===== src/rtl/core/nll_pkg.sv =====
`timescale 1ns / 1ps

package nll_pkg;

  // Counter widths
  localparam int POS_W = 16;
  localparam int LEN_W = 16;
  localparam logic [POS_W-1:0] POS_MAX = {POS_W{1'b1}};
  localparam logic [LEN_W-1:0] LEN_MAX = {LEN_W{1'b1}};

  localparam int NUM_KW = 9;
  localparam int KW_MAX_LEN = 9;
  localparam int KW_IDX_W = $clog2(KW_MAX_LEN);

  // Result queue
  localparam int QDEPTH = 4;
  localparam int QPTR_W = $clog2(QDEPTH);
  localparam int QCNT_W = QPTR_W + 1;

  typedef enum logic [2:0] {
    MODE_IDLE   = 3'd0,
    MODE_IDENT  = 3'd1,
    MODE_NUMBER = 3'd2,
    MODE_STRING = 3'd3,
    MODE_DASH   = 3'd4
  } mode_t;

  // Token kinds
  localparam logic [4:0] TK_IDENT    = 5'd0;
  localparam logic [4:0] TK_NUMBER   = 5'd1;
  localparam logic [4:0] TK_STRING   = 5'd2;
  localparam logic [4:0] TK_COLON    = 5'd3;
  localparam logic [4:0] TK_ARROW    = 5'd4;
  localparam logic [4:0] TK_EQUALS   = 5'd5;
  localparam logic [4:0] TK_COMMA    = 5'd6;
  localparam logic [4:0] TK_LPAREN   = 5'd7;
  localparam logic [4:0] TK_RPAREN   = 5'd8;
  localparam logic [4:0] TK_UNKNOWN  = 5'd9;
  localparam logic [4:0] TK_EOF      = 5'd10;
  localparam logic [4:0] TK_KEYWORD0 = 5'd11;

  // Input kinds
  localparam logic KIND_CHAR = 1'b0;
  localparam logic KIND_EOF  = 1'b1;

  // Characters
  localparam logic [7:0] CH_SPACE  = 8'h20;
  localparam logic [7:0] CH_TAB    = 8'h09;
  localparam logic [7:0] CH_NL     = 8'h0A;
  localparam logic [7:0] CH_COLON  = 8'h3A;
  localparam logic [7:0] CH_EQUALS = 8'h3D;
  localparam logic [7:0] CH_COMMA  = 8'h2C;
  localparam logic [7:0] CH_LPAREN = 8'h28;
  localparam logic [7:0] CH_RPAREN = 8'h29;
  localparam logic [7:0] CH_DASH   = 8'h2D;
  localparam logic [7:0] CH_DQUOTE = 8'h22;
  localparam logic [7:0] CH_SQUOTE = 8'h27;
  localparam logic [7:0] CH_UNDER  = 8'h5F;

  // Keywords, right-justified in a fixed-width string
  localparam logic [8*KW_MAX_LEN-1:0] KW_TEXT [NUM_KW] = '{
    "component", "circuit", "module", "test", "connect",
    "bus", "stimulus", "assert", "wait"
  };
  localparam logic [3:0] KW_LEN [NUM_KW] = '{
    4'd9, 4'd7, 4'd6, 4'd4, 4'd7, 4'd3, 4'd8, 4'd6, 4'd4
  };

  // Character idx of keyword k; zero past its end
  function automatic logic [7:0] kw_char(input int k, input logic [KW_IDX_W-1:0] idx);
    logic [7:0] ch;
    int pos;
    ch = 8'h00;
    pos = int'(KW_LEN[k]) - 1 - int'(idx);
    if (pos >= 0) begin
      ch = KW_TEXT[k][pos*8 +: 8];
    end
    return ch;
  endfunction

  typedef struct packed {
    logic [4:0]       kind;
    logic [POS_W-1:0] line;
    logic [POS_W-1:0] column;
    logic [LEN_W-1:0] length;
    logic [7:0]       vchar;
  } tok_t;

  // Tokens produced by one input word
  typedef struct packed {
    logic [1:0] count;
    tok_t       tok1;
    tok_t       tok0;
  } scan_out_t;

endpackage


===== src/rtl/core/nll_scan.sv =====
`timescale 1ns / 1ps

module nll_scan
  import nll_pkg::*;
(
  input  logic      clk,
  input  logic      rst,
  input  logic      accept,
  input  logic      kind,
  input  logic [7:0] char_code,
  output scan_out_t result
);

  mode_t             mode, mode_next;
  logic [7:0]        quote, quote_next;
  logic [NUM_KW-1:0] alive, alive_next;
  logic [LEN_W-1:0]  wlen, wlen_next;
  logic [POS_W-1:0]  line, line_next;
  logic [POS_W-1:0]  column, column_next;

  logic             is_eof;
  logic             c_alpha, c_digit, c_ident, c_quote;
  logic [LEN_W-1:0] wlen_inc;
  logic [POS_W-1:0] adv_line, adv_column;
  logic [4:0]       pend_kind;
  logic [NUM_KW-1:0] match_cont, match_first;

  // Outcome of lexing the character from the idle state
  mode_t            idle_mode;
  logic             idle_emit;
  logic [4:0]       idle_kind;
  logic [LEN_W-1:0] idle_wlen;

  // Character classes and counters
  always_comb begin
    is_eof   = (kind == KIND_EOF);
    c_alpha  = (char_code >= "a" && char_code <= "z") || (char_code >= "A" && char_code <= "Z");
    c_digit  = (char_code >= "0" && char_code <= "9");
    c_ident  = c_alpha || c_digit || (char_code == CH_UNDER);
    c_quote  = (char_code == CH_DQUOTE) || (char_code == CH_SQUOTE);
    wlen_inc = (wlen == LEN_MAX) ? wlen : wlen + 1'b1;
    if (char_code == CH_NL) begin
      adv_line   = (line == POS_MAX) ? line : line + 1'b1;
      adv_column = POS_W'(1);
    end else begin
      adv_line   = line;
      adv_column = (column == POS_MAX) ? column : column + 1'b1;
    end
  end

  // Keyword candidate masks and pending identifier kind
  always_comb begin
    pend_kind = TK_IDENT;
    for (int k = 0; k < NUM_KW; k++) begin
      match_cont[k]  = alive[k] && (wlen < LEN_W'(KW_LEN[k])) &&
                       (kw_char(k, wlen[KW_IDX_W-1:0]) == char_code);
      match_first[k] = (kw_char(k, '0) == char_code);
    end
    for (int k = NUM_KW - 1; k >= 0; k--) begin
      if (alive[k] && wlen == LEN_W'(KW_LEN[k])) begin
        pend_kind = TK_KEYWORD0 + 5'(k);
      end
    end
    if (mode == MODE_NUMBER) begin
      pend_kind = TK_NUMBER;
    end
  end

  // Idle-state lexing of the current character
  always_comb begin
    idle_mode = MODE_IDLE;
    idle_emit = 1'b0;
    idle_kind = TK_UNKNOWN;
    idle_wlen = '0;
    priority if (char_code == CH_SPACE || char_code == CH_TAB) begin
      idle_emit = 1'b0;
    end else if (char_code == CH_COLON) begin
      idle_emit = 1'b1;
      idle_kind = TK_COLON;
    end else if (char_code == CH_EQUALS) begin
      idle_emit = 1'b1;
      idle_kind = TK_EQUALS;
    end else if (char_code == CH_COMMA) begin
      idle_emit = 1'b1;
      idle_kind = TK_COMMA;
    end else if (char_code == CH_LPAREN) begin
      idle_emit = 1'b1;
      idle_kind = TK_LPAREN;
    end else if (char_code == CH_RPAREN) begin
      idle_emit = 1'b1;
      idle_kind = TK_RPAREN;
    end else if (char_code == CH_DASH) begin
      idle_mode = MODE_DASH;
    end else if (c_quote) begin
      idle_mode = MODE_STRING;
    end else if (c_alpha || char_code == CH_UNDER) begin
      idle_mode = MODE_IDENT;
      idle_wlen = LEN_W'(1);
    end else if (c_digit) begin
      idle_mode = MODE_NUMBER;
      idle_wlen = LEN_W'(1);
    end else begin
      idle_emit = 1'b1;
    end
  end

  // Next state
  always_comb begin
    mode_next   = mode;
    quote_next  = quote;
    alive_next  = alive;
    wlen_next   = wlen;
    line_next   = line;
    column_next = column;
    if (is_eof) begin
      mode_next  = MODE_IDLE;
      quote_next = '0;
      wlen_next  = '0;
    end else begin
      line_next   = adv_line;
      column_next = adv_column;
      unique case (mode)
        MODE_IDENT: begin
          if (c_ident) begin
            alive_next = match_cont;
            wlen_next  = wlen_inc;
          end else begin
            mode_next = idle_mode;
            wlen_next = idle_wlen;
          end
        end
        MODE_NUMBER: begin
          if (c_digit) begin
            wlen_next = wlen_inc;
          end else begin
            mode_next = idle_mode;
            wlen_next = idle_wlen;
          end
        end
        MODE_STRING: begin
          if (char_code == quote || char_code == CH_NL) begin
            mode_next  = MODE_IDLE;
            quote_next = '0;
            wlen_next  = '0;
          end else begin
            wlen_next = wlen_inc;
          end
        end
        MODE_DASH: begin
          if (char_code == CH_DASH) begin
            mode_next = MODE_IDLE;
          end else begin
            mode_next = idle_mode;
            wlen_next = idle_wlen;
          end
        end
        default: begin
          mode_next = idle_mode;
          wlen_next = idle_wlen;
        end
      endcase
      // Entering a token from the idle path
      if (mode_next == MODE_IDENT && mode != MODE_IDENT) begin
        alive_next = match_first;
      end
      if (mode_next == MODE_STRING && mode != MODE_STRING) begin
        quote_next = char_code;
      end
    end
  end

  // Tokens caused by this word
  always_comb begin
    tok_t first, second;
    logic has_first, has_second;
    first      = '{kind: TK_UNKNOWN, line: line, column: column, length: '0, vchar: 8'h00};
    second     = '{kind: TK_EOF, line: line, column: column, length: '0, vchar: 8'h00};
    has_first  = 1'b0;
    has_second = 1'b0;
    if (is_eof) begin
      has_second = 1'b1;
      unique case (mode)
        MODE_IDENT, MODE_NUMBER: begin
          has_first    = 1'b1;
          first.kind   = pend_kind;
          first.length = wlen;
        end
        MODE_STRING: has_first = 1'b1;
        MODE_DASH: begin
          has_first   = 1'b1;
          first.vchar = CH_DASH;
        end
        default: has_first = 1'b0;
      endcase
    end else begin
      // Single-character token from the idle path, at the advanced position
      second = '{kind: idle_kind, line: adv_line, column: adv_column, length: '0,
                 vchar: char_code};
      unique case (mode)
        MODE_IDENT, MODE_NUMBER: begin
          if (!((mode == MODE_IDENT && c_ident) || (mode == MODE_NUMBER && c_digit))) begin
            has_first    = 1'b1;
            first.kind   = pend_kind;
            first.length = wlen;
            has_second   = idle_emit;
          end
        end
        MODE_STRING: begin
          if (char_code == quote || char_code == CH_NL) begin
            has_first = 1'b1;
            first     = '{kind: TK_STRING, line: adv_line, column: adv_column,
                          length: wlen, vchar: 8'h00};
          end
        end
        MODE_DASH: begin
          has_first = 1'b1;
          if (char_code == CH_DASH) begin
            first = '{kind: TK_ARROW, line: adv_line, column: adv_column,
                      length: '0, vchar: 8'h00};
          end else begin
            first.vchar = CH_DASH;
            has_second  = idle_emit;
          end
        end
        default: has_second = idle_emit;
      endcase
    end
    // Pack so that tok0 always holds the earliest token
    result.count = {1'b0, has_first} + {1'b0, has_second};
    result.tok0  = has_first ? first : second;
    result.tok1  = second;
  end

  // State registers
  always_ff @(posedge clk) begin
    if (rst) begin
      mode   <= MODE_IDLE;
      quote  <= '0;
      alive  <= '1;
      wlen   <= '0;
      line   <= POS_W'(1);
      column <= POS_W'(1);
    end else if (accept) begin
      mode   <= mode_next;
      quote  <= quote_next;
      alive  <= alive_next;
      wlen   <= wlen_next;
      line   <= line_next;
      column <= column_next;
    end
  end

  // Line and column never fall below one
  assert property (@(posedge clk) disable iff (rst) line != '0 && column != '0)
    else $error("position counter reached zero");

  // A string is never open without its opening quote
  assert property (@(posedge clk) disable iff (rst)
    (mode == MODE_STRING) |-> (quote == CH_DQUOTE || quote == CH_SQUOTE))
    else $error("open string without quote");

  // End of input always leaves the scanner idle
  assert property (@(posedge clk) disable iff (rst)
    (accept && kind == KIND_EOF) |=> (mode == MODE_IDLE && wlen == '0))
    else $error("scanner not idle after end of input");

endmodule


===== src/rtl/core/netlist_language_lexer.sv =====
`timescale 1ns / 1ps
// A token is written into the registered token queue when the word that causes it is accepted.
// Throughput: one input word per cycle while each word yields at most one token and the
//   output keeps up; a word yielding two tokens sends them in turn over the one-word port.
// The four-entry token queue takes a word whenever it holds two tokens or fewer.
// Reset: synchronous, clears the queue and sets line and column to one, scanner idle.

module netlist_language_lexer
  import nll_pkg::*;
(
  input  logic             clk,
  input  logic             rst,
  input  logic             in_valid,
  output logic             in_ready,
  input  logic             kind,
  input  logic [7:0]       char_code,
  output logic             out_valid,
  input  logic             out_ready,
  output logic [4:0]       token_kind,
  output logic [POS_W-1:0] token_line,
  output logic [POS_W-1:0] token_column,
  output logic [LEN_W-1:0] value_length,
  output logic [7:0]       value_char,
  output logic             is_last
);

  scan_out_t scan;
  logic      accept, pop;

  tok_t              q_tok  [QDEPTH];
  logic              q_last [QDEPTH];
  logic [QPTR_W-1:0] wr_ptr, rd_ptr;
  logic [QCNT_W-1:0] count, count_next;
  logic [1:0]        push_n;

  assign accept = in_valid && in_ready;
  assign pop    = out_valid && out_ready;

  nll_scan u_scan (
    .clk       (clk),
    .rst       (rst),
    .accept    (accept),
    .kind      (kind),
    .char_code (char_code),
    .result    (scan)
  );

  // Queue occupancy
  always_comb begin
    push_n     = accept ? scan.count : 2'd0;
    count_next = count + QCNT_W'(push_n) - QCNT_W'(pop);
  end

  assign in_ready  = (count <= QCNT_W'(QDEPTH - 2));
  assign out_valid = (count != '0);

  // Token storage
  always_ff @(posedge clk) begin
    if (push_n != 2'd0) begin
      q_tok[wr_ptr]  <= scan.tok0;
      q_last[wr_ptr] <= (push_n == 2'd1);
    end
    if (push_n == 2'd2) begin
      q_tok[wr_ptr + 1'b1]  <= scan.tok1;
      q_last[wr_ptr + 1'b1] <= 1'b1;
    end
  end

  // Pointers and count
  always_ff @(posedge clk) begin
    if (rst) begin
      wr_ptr <= '0;
      rd_ptr <= '0;
      count  <= '0;
    end else begin
      wr_ptr <= wr_ptr + QPTR_W'(push_n);
      rd_ptr <= rd_ptr + QPTR_W'(pop);
      count  <= count_next;
    end
  end

  // Output word from the queue head
  always_comb begin
    token_kind   = q_tok[rd_ptr].kind;
    token_line   = q_tok[rd_ptr].line;
    token_column = q_tok[rd_ptr].column;
    value_length = q_tok[rd_ptr].length;
    value_char   = q_tok[rd_ptr].vchar;
    is_last      = q_last[rd_ptr];
  end

  // Queue never overflows
  assert property (@(posedge clk) disable iff (rst) count <= QCNT_W'(QDEPTH))
    else $error("token queue overflow");

  // End of input always produces at least the eof token
  assert property (@(posedge clk) disable iff (rst)
    (accept && kind == KIND_EOF) |=> out_valid)
    else $error("no token after end of input");

  // Draining the last token with nothing new leaves the queue empty
  assert property (@(posedge clk) disable iff (rst)
    (pop && count == QCNT_W'(1) && !accept) |=> !out_valid)
    else $error("stale token after drain");

endmodule


===== config.mk =====
export PLATFORM = sky130hd
export DESIGN_NAME = netlist_language_lexer
export DESIGN_NICKNAME = d
export VERILOG_FILES = /design/src/rtl/core/nll_pkg.sv /design/src/rtl/core/nll_scan.sv /design/src/rtl/core/netlist_language_lexer.sv
export SDC_FILE = /design/constraint.sdc
export NUM_CORES = 1
export LEC_CHECK = 0
export ABC_AREA = 1
export BUFFER_PORTS_ARGS = -buffer_cell sky130_fd_sc_hd__buf_2
export CAP_MARGIN = 0
export CORE_ASPECT_RATIO = 0.7
export CORE_MARGIN = 4
export CORE_UTILIZATION = 25
export DETAILED_ROUTE_END_ITERATION = 16
export SKIP_CTS_REPAIR_TIMING = 1
export SLEW_MARGIN = 20
export SYNTH_ARGS = -nofsm -noshare
export SYNTH_HDL_FRONTEND = slang
export SYNTH_HIERARCHICAL = 1
export SYNTH_SLANG_ARGS = --single-unit

===== constraint.sdc =====
create_clock -name clk -period 8 [get_ports clk]
set_input_delay 0 -clock clk [delete_from_list [all_inputs] [get_ports clk]]
set_output_delay 0 -clock clk [all_outputs]
set_load 0.01 [all_outputs]

==> summary.txt <==
Run status
  • Status: finished, violations left
  • Failing checks: hold timing

Global routing
  • Largest net degree at the start of global routing: 248
  • Vias in the first global route: 18.3k
  • GRT Util Overall: 15.6%
  • Total gr overflow: 0
  • First-pass GRT wire length: 111000 um
  • Initial antenna violation count: 10

Final layout
  • Final non-filler cell total: 4083
  • Nets: between 2k and 3k
  • Layout cell share with drive strength beyond 1: 7.75%
  • Area growth syn-to-layout: 11.0%

Setup path
  • FF-to-FF Start: u_scan/mode[0]
  • CP Cell Sequence: buf_2, inv_2, nor2_1, nand2_1, nor3_4, inv_2, nand2_1, nand2_1, nand2_1, o21ai_1, nand2_2, ha_1, nand4_4, nor2_4, nand2_4, nand2_4, buf_4
  • Worst r2r path cells: 12
  • Worst Setup End Kind: register
  • Cell at the slowest stage of the critical path: nand2_4
  • CP top delay family: simple AND/OR/NAND/NOR gates
  • CP most frequent cell: nand2_1
  • Worst R2R Setup Slack: 3.33 ns
  • Startpoint types: input pin
  • Critical path class: in2reg
  • Buf/Inv on CP: 4
  • Crit Path Max Fanout: 63
  • Worst EP required: 8.20 ns
  • Reg-to-Reg End: q_tok[1][22]
  • Largest stage delay on the critical path: 0.92 ns
  • Worst EP arrival: 4.93 ns

Synthesis
  • Main flop type after synthesis: edfxtp_1
  • Cell Area, Synth: about 21000 um^2
  • Yosys warns: 6
  • Syn avg cell area: 7.16 um^2
  • Post-synth EDFFs: 244
  • FFs w/ async S/R, synth: 0%
  • Synth Instances: a little under 3k
  • Flops & latches, synth: 323
  • Seq/Total Area, Yosys: about two fifths
  • Post-synthesis cell type count: 58

Timing
  • Pins Over Slew Limit: 0
  • RSZ-0062 raised after global routing: no
  • Clock Skew: 0.0263 ns
  • Period Utilization, post-route: about 59%
  • Max_slew headroom: 11.5%
  • Post-route setup slack: 3.28 ns
  • Hold Vio Cnt, Final: 1
  • Fin Hold WS: -0.00399 ns
  • Worst Max-Slew Pin Slew: 1.33 ns
  • Setup violators final: 0
  • Final Critical Period: 4.72 ns
  • Setup tns final: 0 ns
  • Peak Freq: 0.212 GHz

Placement
  • Dpl cells: 4013
  • Final GP Congestion: 0.943
  • Buffers on Ports: 76
  • DP Wirelength: 45200 um
  • Worst slack at placement: roughly 2.8 ns

Power
  • Worst VDD drop: 0.160 mV
  • Cell Pwr Density: 257 nW/um^2
  • Leak Pwr: roughly 9.7 nW

Route
  • Routed WL per cell: approximately 18 um
  • Drt pass-1 iters: 6
  • Routed vias: 20.5k
  • Via density: 5.02
  • DRC: 0
  • Initial DRC Count: 2475
  • Post-DRT Antenna Nets: 0
  • WL final: 72600 um

Clock network
  • Worst skew pair latency: 0.55 ns
  • CTS sink count: 323
  • Reg clk slew, reported paths: 0.06 ns
  • Clk buf depth: 3
  • CTS tree: yes
  • CTS Buf Count: 36
  • H-tree depth: 2
  • Root Driver: clkbuf_16

Floorplanning
  • Die width: 357 um
  • # rows: roughly 90
  • DIE HEIGHT: 252 um
  • Ports: 77
  • Die ar.: around 90000 um^2
  • Initial Util: roughly a quarter
  • Core area: about 84000 um^2

Worst hold path
  • WHS Path Cells: 3
  • Worst hold path class: in2reg
  • Startpoint of the lowest-slack hold path: rst
  • Hold EP: u_scan/quote[7]

Flow run
  • Max Cap Viol: 0
stage by stage:
stage	total power [mW]	cell area (um^2)	utilization (%)
floorplan	3.53	21300	-
global placement	4.31	22400	26.5
detailed placement	4.34	22400	26.5
CTS	6.10	23600	28.0
global route	6.43	23600	28.0
finish	6.08	23600	28.0
Yosys cell counts, types with 2 or more instances:
cell type,number,area (um^2)
inv_2,20,75.1
a21oi_1,81,405
o211ai_1,6,45.0
buf_1,3,11.3
o21ai_1,16,80.1
xor2_1,37,324
clkbuf_2,3,15.0
nor3b_1,6,45.0
o21ai_0,246,1230
nor2_1,263,987
inv_1,142,533
a21boi_0,4,30.0
o31ai_1,16,120
buf_4,33,248
nand2_4,3,33.8
nand2_2,11,68.8
xnor2_1,10,87.6
nor4_1,2,12.5
buf_2,63,315
a31oi_1,5,31.3
buf_6,2,22.5
o21a_1,3,22.5
edfxtp_1,244,7330
nand2_1,944,3540
nor2_4,7,78.8
ha_1,21,263
nand3_2,5,50.1
nor2_2,5,31.3
nand3_4,2,35.0
nand4_1,59,369
nand3_1,385,1930
nor3_2,4,40.0
a211oi_1,5,37.5
nand3b_1,6,45.0
dfxtp_1,79,1580
nor3_1,40,200
clkinv_1,2,7.51
clkbuf_1,106,398
o22ai_1,63,394
report_power, final:
group	internal, mW	switching, mW	leakage, nW
sequential	2.04	0.144	2.91
combinational	0.602	1.53	6.22
clock	1.03	0.736	0.591
cell usage in the layout (no fill, tap or decap), drive strengths merged, types with 3 or more instances in the layout:
| master | instances |
|---|---|
| xor2 | 38 |
| a31oi | 5 |
| conb | 17 |
| o211ai | 6 |
| a21oi | 83 |
| nand3 | 392 |
| nand2 | 958 |
| a21boi | 4 |
| nand4 | 60 |
| buf | 99 |
| clkinvlp | 3 |
| clkinv | 18 |
| bufinv | 6 |
| ha | 21 |
| o22ai | 63 |
| o21a | 3 |
| nand3b | 6 |
| nor3 | 45 |
| nor2 | 275 |
| edfxtp | 244 |
| diode | 4 |
| inv | 163 |
| o21ai | 263 |
| clkbuf | 39 |
| nor3b | 6 |
| dfxtp | 79 |
| o31ai | 16 |
| xnor2 | 10 |
| a211oi | 5 |
state kept, by name, indices dropped and copies added (netlist names):
| name | count |
|---|---|
| count | 3 |
| q_last | 4 |
| q_tok | 244 |
| rd_ptr | 2 |
| u_scan/alive | 9 |
| u_scan/column | 16 |
| u_scan/line | 16 |
| u_scan/mode | 3 |
| u_scan/quote | 8 |
| u_scan/wlen | 16 |
| wr_ptr | 2 |
how the worst max path moves through the flow:
stage                     cells after the start      endpoint  slack [ns]           start
after floorplan                              17   q_tok[1][0]        3.92  u_scan/mode[2]
after global placement                       18  q_tok[2][44]        2.86    char_code[3]
after detailed placement                     18  q_tok[2][47]        2.76    char_code[3]
after CTS                                    18  q_tok[2][18]        3.32    char_code[3]
after global routing                         18  q_tok[2][12]        2.88    char_code[3]
final                                        17  q_tok[1][22]        3.28    char_code[3]
routing by layer:
| metal | global-route usage [%] | part of all wire, % | vias to the layer above |
|---|---|---|---|
| met3 | 5.00 | 12 | 81 |
| met1 | 23.9 | 47 | 9520 |
| met5 | 0 | 0.039 | - |
| met4 | 2.44 | 1.4 | 6 |
| met2 | 21.5 | 39 | 999 |
| li1 | - | - | 9907 |
worst register-to-register path, delay by kind of cell (launching register included):
kind	cells	cell delay (ns)
AO/OA/AOI/OAI	1	0.19
flip-flops	1	0.41
buffers and inverters	3	1.09
adder cells (fa/ha/maj)	1	0.23
AND/OR/NAND/NOR	7	2.42
layout make-up:
type                            instances  area [um^2]
Clock inverter                         26          309
Timing Repair Buffer                  100          576
Fill cell                            9206        60700
Sequential cell                       323         8920
Tap cell                             1137         1420
Antenna cell                            4         10.0
Multi-Input combinational cell       2290        10800
Inverter                              164          617
Clock buffer                           39          912
cells by family after synthesis:
family                   Yosys count  share of synthesized area, %
multiplexers                       1                        0.0471
XOR/XNOR                          48                          2.01
AND/OR/NAND/NOR                 1748                          35.4
flip-flops                       323                          41.9
other                              1                        0.0176
adder cells (fa/ha/maj)           22                          1.33
buffers and inverters            374                          7.64
AO/OA/AOI/OAI                    454                          11.7
Power figures use the tool's default switching activity.
